==> src/design/ptw_pkg.sv <==
// Shared types and constants for the page table walker.
`timescale 1ns / 1ps

package ptw_pkg;

    localparam int unsigned VA_W       = 48;
    localparam int unsigned PA_W       = 52;
    localparam int unsigned FRAME_W    = 40;
    localparam int unsigned ENTRY_W    = 64;
    localparam int unsigned LEVEL_W    = 3;
    localparam int unsigned PAGE_BITS  = 12;
    localparam int unsigned IDX_BITS   = 9;
    localparam int unsigned ENTRY_SH   = 3;    // 8-byte entries
    localparam int unsigned CFG_IDX_W  = 1;
    localparam int unsigned CFG_DATA_W = FRAME_W;

    // command codes
    localparam logic CMD_START = 1'b0;
    localparam logic CMD_RESP  = 1'b1;

    // result kinds
    localparam logic KIND_READ = 1'b0;
    localparam logic KIND_DONE = 1'b1;

    // register indexes
    localparam logic [CFG_IDX_W-1:0] CFG_ROOT_FRAME = 1'b0;
    localparam logic [CFG_IDX_W-1:0] CFG_FOUR_LEVEL = 1'b1;

    localparam logic [LEVEL_W-1:0] LEVELS_FOUR  = 3'd4;
    localparam logic [LEVEL_W-1:0] LEVELS_THREE = 3'd3;

    typedef struct packed {
        logic               cmd;
        logic [VA_W-1:0]    virtual_address;
        logic [ENTRY_W-1:0] entry_data;
    } t_ptw_in;

    typedef struct packed {
        logic               kind;
        logic [PA_W-1:0]    read_address;
        logic [FRAME_W-1:0] frame;
    } t_ptw_out;

    typedef struct packed {
        logic               busy;
        logic [LEVEL_W-1:0] level_left;
        logic [PA_W-1:0]    table_address;
        logic [VA_W-1:0]    latched_address;
    } t_ptw_walk;

endpackage

==> src/design/ptw_step.sv <==
// Next-state and result logic for one walker transaction.
`timescale 1ns / 1ps

module ptw_step (
    input  ptw_pkg::t_ptw_walk               i_walk,
    input  ptw_pkg::t_ptw_in                 i_item,
    input  logic [ptw_pkg::FRAME_W-1:0]      i_root_frame,
    input  logic                             i_four_level,
    output ptw_pkg::t_ptw_walk               o_walk,
    output logic                             o_has_result,
    output ptw_pkg::t_ptw_out                o_result
);
    import ptw_pkg::*;

    t_ptw_walk             walk_nx;
    logic [IDX_BITS-1:0]   idx;
    logic [PA_W-1:0]       table_nx;

    always_comb begin
        walk_nx      = i_walk;
        o_has_result = 1'b0;
        o_result     = '0;
        table_nx     = '0;

        if (i_item.cmd == CMD_START) begin
            walk_nx.busy            = 1'b1;
            walk_nx.latched_address = i_item.virtual_address;
            if (i_four_level) begin
                walk_nx.level_left    = LEVELS_FOUR;
                table_nx              = {4'b0, i_root_frame[35:0], 12'b0};
            end else begin
                walk_nx.level_left    = LEVELS_THREE;
                table_nx              = {20'b0, i_root_frame[19:0], 12'b0};
            end
            walk_nx.table_address = table_nx;
            o_has_result          = 1'b1;
        end else if (i_walk.busy && (i_walk.level_left != '0)) begin
            walk_nx.table_address = {i_item.entry_data[PA_W-1:PAGE_BITS], 12'b0};
            walk_nx.level_left    = i_walk.level_left - 3'd1;
            o_has_result          = 1'b1;
            if (walk_nx.level_left == '0) begin
                walk_nx.busy   = 1'b0;
                o_result.kind  = KIND_DONE;
                o_result.frame = i_item.entry_data[PA_W-1:PAGE_BITS];
            end
        end

        // index for the level about to be read
        case (walk_nx.level_left[1:0])
            2'd0:    idx = walk_nx.latched_address[47:39];
            2'd3:    idx = walk_nx.latched_address[38:30];
            2'd2:    idx = walk_nx.latched_address[29:21];
            default: idx = walk_nx.latched_address[20:12];
        endcase

        if (o_has_result && walk_nx.busy) begin
            o_result.kind         = KIND_READ;
            o_result.read_address = walk_nx.table_address
                                  + {{(PA_W-IDX_BITS-ENTRY_SH){1'b0}}, idx, 3'b000};
        end
    end

    assign o_walk = walk_nx;

endmodule

==> src/design/page_table_walker_core.sv <==
// Top level of the page table walker: registers, handshakes and result stage.
//
//  channel | dir | handshake                 | payload
//  --------+-----+---------------------------+--------------------------------
//  in      | in  | i_in_valid / o_in_ready   | i_in_data  (cmd, va, entry)
//  out     | out | o_out_valid / i_out_ready | o_out_data (kind, addr, frame)
//  cfg     | in  | i_cfg_we                  | i_cfg_index, i_cfg_data
//
// One transaction per cycle unless output stalls; a result shows in the next cycle.
// The result register is the only stage: input is taken whenever it is empty
// or being drained in the same cycle.
// Reset (synchronous, active low) idles the walker, root_frame 0, four levels.
// A response arriving with no walk in progress is dropped and gives no result.
`timescale 1ns / 1ps

module page_table_walker_core (
    input  logic                              i_clk,
    input  logic                              i_rst_n,
    input  logic                              i_in_valid,
    output logic                              o_in_ready,
    input  ptw_pkg::t_ptw_in                  i_in_data,
    output logic                              o_out_valid,
    input  logic                              i_out_ready,
    output ptw_pkg::t_ptw_out                 o_out_data,
    input  logic                              i_cfg_we,
    input  logic [ptw_pkg::CFG_IDX_W-1:0]     i_cfg_index,
    input  logic [ptw_pkg::CFG_DATA_W-1:0]    i_cfg_data
);
    import ptw_pkg::*;

    logic [FRAME_W-1:0] r_root_frame;
    logic               r_four_level;
    t_ptw_walk          r_walk;
    t_ptw_walk          n_walk;
    logic               r_out_valid;
    t_ptw_out           r_out_data;
    t_ptw_out           n_out_data;
    logic               has_result;
    logic               in_fire;

    assign o_in_ready = !r_out_valid || i_out_ready;
    assign in_fire    = i_in_valid && o_in_ready;

    ptw_step u_step (
        .i_walk       (r_walk),
        .i_item       (i_in_data),
        .i_root_frame (r_root_frame),
        .i_four_level (r_four_level),
        .o_walk       (n_walk),
        .o_has_result (has_result),
        .o_result     (n_out_data)
    );

    always_ff @(posedge i_clk) begin
        if (!i_rst_n) begin
            r_root_frame <= '0;
            r_four_level <= 1'b1;
        end else if (i_cfg_we) begin
            case (i_cfg_index)
                CFG_ROOT_FRAME: r_root_frame <= i_cfg_data;
                CFG_FOUR_LEVEL: r_four_level <= i_cfg_data[0];
                default: ;
            endcase
        end
    end

    always_ff @(posedge i_clk) begin
        if (!i_rst_n) begin
            r_walk      <= '0;
            r_out_valid <= 1'b0;
        end else begin
            if (in_fire) begin
                r_walk <= n_walk;
            end
            if (o_in_ready) begin
                r_out_valid <= in_fire && has_result;
            end
        end
    end

    always_ff @(posedge i_clk) begin
        if (in_fire && has_result) begin
            r_out_data <= n_out_data;
        end
    end

    assign o_out_valid = r_out_valid;
    assign o_out_data  = r_out_data;

endmodule

==> config.mk <==
export PLATFORM = sky130hd
export DESIGN_NAME = page_table_walker_core
export DESIGN_NICKNAME = d
export VERILOG_FILES = /design/src/design/ptw_pkg.sv /design/src/design/ptw_step.sv /design/src/design/page_table_walker_core.sv
export SDC_FILE = /design/constraint.sdc
export NUM_CORES = 1
export LEC_CHECK = 0
export ABC_CLOCK_PERIOD_IN_PS = 5700
export CAP_MARGIN = 30
export CORE_MARGIN = 2
export CORE_UTILIZATION = 45
export CTS_BUF_LIST = sky130_fd_sc_hd__clkbuf_4
export DETAILED_ROUTE_END_ITERATION = 12
export DONT_BUFFER_PORTS = 1
export PLACE_DENSITY = 0.63
export REMOVE_ABC_BUFFERS = 1
export SLEW_MARGIN = 10
export SYNTH_ARGS = -nofsm -noshare
export SYNTH_HDL_FRONTEND = slang
export SYNTH_SLANG_ARGS = --single-unit
export TNS_END_PERCENT = 1
==> constraint.sdc <==
create_clock -name i_clk -period 5.7 [get_ports i_clk]
set_input_delay 1.71 -clock i_clk [delete_from_list [all_inputs] [get_ports i_clk]]
set_output_delay 1.71 -clock i_clk [all_outputs]
set_load 0.02 [all_outputs]
==> out/results.ini, run 1 <==
[worst_setup_path]
path_common_cell = ha_1
cp_slowest_cell = mux4_2
path_class = reg -> reg
startpoint_type = flop
endpoint_kind = flop
worstReg2RegStart = r_walk[100]
cp.required_ps = 6230
slowest_delay_ps = 500
path_max_fanout = 9
path_delay_family = compound AO/OA/AOI/OAI gates
path_cells = inv_1, ha_1, ha_1, and2b_1, o21ai_0, a21oi_2, buf_4, mux4_2, nand2_1, o21ai_0, ha_1, o211ai_1, a21boi_0, o22a_1, buf_4, nand4_1, or4_1, nand2_1
crit_buf_inv = 3
critPathLaunch = r_walk[100]
arrival_ps = 5620

[floorplanning]
die_w_um = 160
rows = 57
io_pins = 254
die-area_sq_um = 25600
start_util = 0.454
fp.dieH_um = 160
core_sq_um = 24100

[timing]
finalCriticalPeriod_ps = 5090
fin_skew_ps = 41.5
fmax_mhz = 196
setup_viol = 0
fin_crit_sh = 0.893
worstMarginPinSlew_ps = 887
relSlewSlack = 0.409
drv_slew = 0
rsz0062_at_grt = false
finalHoldViolCount = 0

[power]
peakVddDrop_mv = 0.169
intPower_mw = 2.63
power_frac_comb = 0.091
swShare = 0.257
clkPwrFrac = 0.406
p_sw_mw = 0.912
pwr_density_cell_nw_per_um2 = 295
p_seq_frac = 0.504
power_leakage_nw = 4.41

[yosys]
ys_seq_area_frac = 0.486
muxShareOfSynthArea = 0.0306
synthArstFlopShare = 0
synthTopCellsByArea = edfxtp_1 (26%), dfxtp_1 (23%), nand2_1 (6.8%), a21boi_0 (5.3%), and2_1 (3.0%)
ys_types = 67
synth_xor_area_frac = 0.0224
postSynthAreaPerCell_sq_um = 9.53
yosys_warnings = 0
syn_area_sq_um = 10900
synth_compound_area_frac = 0.184
synth_adder_area_share = 0.0156
synthSimpleGateAreaFrac = 0.219
synth_top_family_by_area = simple AND/OR/NAND/NOR gates
synth_cells = 1148
synthFlopType = dfxtp_1
synth-edff-count = 93
ys_ff_latch = 219
synth_top_cell_area_share = 0.255
synth.largest_area_cell = edfxtp_1

[clock_network]
clockBufferDepth = 3
cts_setup_buffers = 0
clkLatencyLatePin_ps = 670
cts-root-buf = clkbuf_4
post_cts_hold_buffer_count = 0
cts_inserted_buffers = 58
clock_sinks = 219
htreeDepth = 2
clk_pin_slew_ps = 70
post_cts_resized = 0
cts_tree = done

[cells_and_area]
nets = 1326
nFillCells = 2375
final_cell_area_sq_um = 12000
layout_common_cells = nand2_1 (197), dfxtp_1 (126), clkbuf_4 (102)
final_common_cell = nand2_1
fin_cells = 1528
drive_gt1_frac = 0.155
synthToLayoutAreaGrowth_pct = 9.87
finalCoreUtilization = 0.499

[drt]
post_drt_wl_per_cell_um = 19.2
drt_iter0_drc = 553
vias_per_cell = 5.56
dr.pass1.iters = 6
route.antenna.remaining_nets = 0
drc = 0
vias = 8494
wl_mm = 29.3

[global_routing]
antenna_found_initial = 2
grt_pass1_vias = 8272
globalRouteOverflowTotal = 0
grt_usage = 0.227
grt_max_degree = 127
grt_pass1_wl_mm = 45.9

[hold_path]
hold_start = r_root_frame[1]
hold_path_class = reg -> reg

[placed_design]
io_buffers = 0
gp_congestion = 0.758
hpwlAfterDp_mm = 18.9
place_area_sq_um = 11200
place_inst = 1417

[job]
max-cap-violations = 0

[run_status]
status = completed

[final timing paths]
path	slack [ps]	end	cells past startpoint
max	610	o_out_data[81]	18
max reg2reg	610	o_out_data[81]	18
min reg2reg	460	r_root_frame[1]	2
min	460	r_root_frame[1]	2
[registers in the layout, summed over array words and instances (netlist names)]
signal / count
r_root_frame: 36
o_out_data: 93
r_four_level: 1
r_walk: 88
o_out_valid: 1
[cells in the mapped netlist (4+ instances only)]
master,n
o221ai_1,8
or2_2,15
inv_1,22
a21boi_0,77
mux2i_1,11
nor2_1,48
xnor2_1,13
o211ai_1,6
a22o_1,4
a21oi_1,48
clkbuf_1,63
buf_6,6
a22oi_1,19
and3_1,21
buf_4,5
buf_2,4
o221a_2,8
and3b_1,4
nand3b_1,5
and4_1,4
nand2_1,197
nor3_1,31
ha_1,12
a221oi_2,6
mux4_2,9
o31ai_1,5
o21a_1,8
o21ai_0,60
a21o_1,5
dfxtp_1,126
buf_1,4
nor2b_1,25
edfxtp_1,93
xor2_1,15
nand3_1,14
nand2b_1,17
or3_1,6
or4_1,7
nand4_1,12
and2_1,52
o22ai_1,12
[kinds of logic (layout without fill, tap and decap cells)]
kind of cell,Yosys count,in the layout
multiplexers,22,22
flip-flops,219,219
other,1,4
XOR/XNOR,28,28
adder cells (fa/ha/maj),13,13
buffers and inverters,104,157
AO/OA/AOI/OAI,287,287
AND/OR/NAND/NOR,474,474
[through the flow]
step	hold WS, ps	setup TNS (ps)	power, mW	setup slack [ps]
6_report	461	0	3.54	611
5_1_grt	482	0	3.72	158
4_1_cts	462	0	3.59	458
3_5_place_dp	453	-8.75	2.14	-8.75
3_3_place_gp	446	0	2.13	43.2
2_1_floorplan	439	-16100	2.04	-440
[routing by layer]
metal,GRT usage,routed length (um),part of all wire
met1,0.289,12700,0.43
met2,0.372,13800,0.47
met3,0.0686,2240,0.077
met4,0.0688,591,0.020
met5,0,7,0.00024
[layout make-up]
class,count,area (sq um),area share
multi-input cells,827,5190,0.432
inverters,22,85.1,0.00708
repair buffers,26,231,0.0193
clock inverters,7,28.8,0.00239
clock buffers,102,766,0.0637
well taps,324,405,0.0337
flip-flops and latches,219,5320,0.442
diodes,1,2.50,0.000208
[worst register-to-register path, delay by kind of cell, from the launching register on]
family | cells | cell delay (ps)
muxes | 1 | 500
AOI/OAI and AO/OA | 6 | 1470
and+or+nand+nor | 5 | 1220
adders and majority gates | 3 | 770
buffers and inverters | 3 | 590
DFF | 1 | 400
[power groups by stage]
stage / clock network (mW) / logic [mW] / registers (mW)
after CTS: 1.49 / 0.323 / 1.79
final: 1.44 / 0.322 / 1.79
after detailed placement: 0 / 0.321 / 1.82
after global placement: 0 / 0.313 / 1.82
after global routing: 1.57 / 0.358 / 1.79
after floorplan: 0 / 0.227 / 1.81
No activity file was read; power rests on OpenSTA's default activity.
==> inputs of run 2 (changes only) <==
--- a/config.mk
+++ b/config.mk
@@ -8,11 +8,11 @@
 export ABC_CLOCK_PERIOD_IN_PS = 5700
 export CAP_MARGIN = 30
 export CORE_MARGIN = 2
-export CORE_UTILIZATION = 45
+export CORE_UTILIZATION = 30
 export CTS_BUF_LIST = sky130_fd_sc_hd__clkbuf_4
 export DETAILED_ROUTE_END_ITERATION = 12
 export DONT_BUFFER_PORTS = 1
-export PLACE_DENSITY = 0.63
+export PLACE_DENSITY = 0.46
 export REMOVE_ABC_BUFFERS = 1
 export SLEW_MARGIN = 10
 export SYNTH_ARGS = -nofsm -noshare
==> out/results.ini, run 2 (synthesized netlist as in run 1, its figures left out) <==
[run_status]
status = completed

[drt]
route.antenna.remaining_nets = 0
vias = 8621
wl_mm = 34.0
post_drt_wl_per_cell_um = 20.2
drt_iter0_drc = 456
vias_per_cell = 5.12
dr.pass1.iters = 5
drc = 0

[clock_network]
cts_tree = done
clockBufferDepth = 3
cts_setup_buffers = 0
clkLatencyLatePin_ps = 710
post_cts_resized = 0
htreeDepth = 3
cts_inserted_buffers = 66
post_cts_hold_buffer_count = 0
clock_sinks = 219
clk_pin_slew_ps = 60
cts-root-buf = clkbuf_4

[placed_design]
place_inst = 1564
place_area_sq_um = 11500
hpwlAfterDp_mm = 21.9
io_buffers = 0
gp_congestion = 0.740

[worst_setup_path]
path_cells = inv_1, ha_1, ha_1, and2b_1, buf_4, nand2_1, o21ai_0, a21oi_2, buf_12, mux4_2, nand2_1, o21ai_0, ha_1, inv_1, fa_1, nor2b_1, o211ai_1, a21boi_0, o22a_1, buf_4, nand4_1, or4_1, a21oi_1
path_common_cell = ha_1
path_delay_family = simple AND/OR/NAND/NOR gates
endpoint_kind = flop
arrival_ps = 5670
path_class = reg -> reg
slowest_delay_ps = 520
worstReg2RegStart = r_walk[100]
r2r_end = o_out_data[91]
cp_slowest_cell = or4_1
crit_buf_inv = 5
startpoint_type = flop
cp.required_ps = 6260
reg2reg_depth = 23
rrSetupSlack_ps = 590
path_max_fanout = 9

[cells_and_area]
nets = 1343
final_cell_area_sq_um = 12300
regArea_sq_um = 5320
drive_gt1_frac = 0.163
nFillCells = 3722
largest_register_ffs = 93
layout_common_cells = nand2_1 (197), dfxtp_1 (126), clkbuf_4 (103)
fin_cells = 1685
synthToLayoutAreaGrowth_pct = 12.6
final_common_cell = nand2_1
multi_input_area_sq_um = 5190
finalCoreUtilization = 0.345

[timing]
fin_crit_sh = 0.897
finalHoldViolCount = 0
fin_skew_ps = 34.3
rsz0062_at_grt = false
relSlewSlack = 0.440
drv_slew = 0
finalCriticalPeriod_ps = 5110
worstMarginPinSlew_ps = 840
fin_setup_tns_ps = 0
fmax_mhz = 196
setup_viol = 0

[global_routing]
grt_usage = 0.176
grt_util_met2 = 0.275
grt_max_degree = 127
globalRouteOverflowTotal = 0
grt_busiest_layer = met2
grt_pass1_vias = 8389
antenna_found_initial = 3
grt_util_met1 = 0.227
met3_usage = 0.0606
grt_pass1_wl_mm = 51.0

[floorplanning]
die_w_um = 195
start_util = 0.306
fp.dieH_um = 195
core_sq_um = 35700
die-area_sq_um = 38000
io_pins = 254
rows = 69

[power]
p_seq_frac = 0.489
power_frac_comb = 0.091
power_leakage_nw = 4.48
peakVddDrop_mv = 0.139
clkPwrFrac = 0.420
p_sw_mw = 0.990
swShare = 0.271
intPower_mw = 2.66
pwr_density_cell_nw_per_um2 = 296
power_mw = 3.65

[hold_path]
whs_path_depth = 2
min_to = r_root_frame[2]
hold_start = r_root_frame[2]
hold_path_class = reg -> reg

[job]
max-cap-violations = 0

==> run 2: worst max-delay path by stage <==
stage,to,cells after the start,startpoint
finish,o_out_data[91],23,r_walk[100]
global route,o_out_data[89],23,r_walk[100]
CTS,o_out_data[91],23,r_walk[100]
detailed placement,o_out_data[91],17,i_in_data[112]
global placement,o_out_data[91],17,i_in_data[112]
floorplan,r_walk[102],6,i_out_ready
==> run 2: layer usage <==
metal | vias up | wire, um | share of wire
li1 | 4189 | - | -
met1 | 4101 | 15400 | 0.45
met2 | 260 | 15300 | 0.45
met3 | 69 | 2500 | 0.073
met4 | 2 | 709 | 0.021
met5 | - | 16 | 0.00047
==> run 2: worst min-delay path: stages, from the launching register on <==
cell and delay, ps:
dfxtp_1 300, nand2_1 40, a21boi_0 60
==> run 2: layout make-up <==
type	count	area share
timing repair buffer	35	0.0250
tap	461	0.0468
inverter	22	0.00711
multi-input combinational	827	0.421
antenna	3	0.000610
clock buffer	103	0.0628
sequential	219	0.432
clock inverter	15	0.00477
==> run 2: power groups by stage <==
stage	clock network [mW]	logic [mW]	registers (mW)
2_1_floorplan	0	0.227	1.81
3_3_place_gp	0	0.332	1.82
3_5_place_dp	0	0.337	1.82
4_1_cts	1.61	0.339	1.79
5_1_grt	1.70	0.370	1.79
6_report	1.53	0.331	1.79
==> run 2: metrics by stage <==
stage,hold slack [ps],worst slack (ps)
finish,459,589
global route,480,304
CTS,461,598
detailed placement,453,279
global placement,447,342
floorplan,439,-440
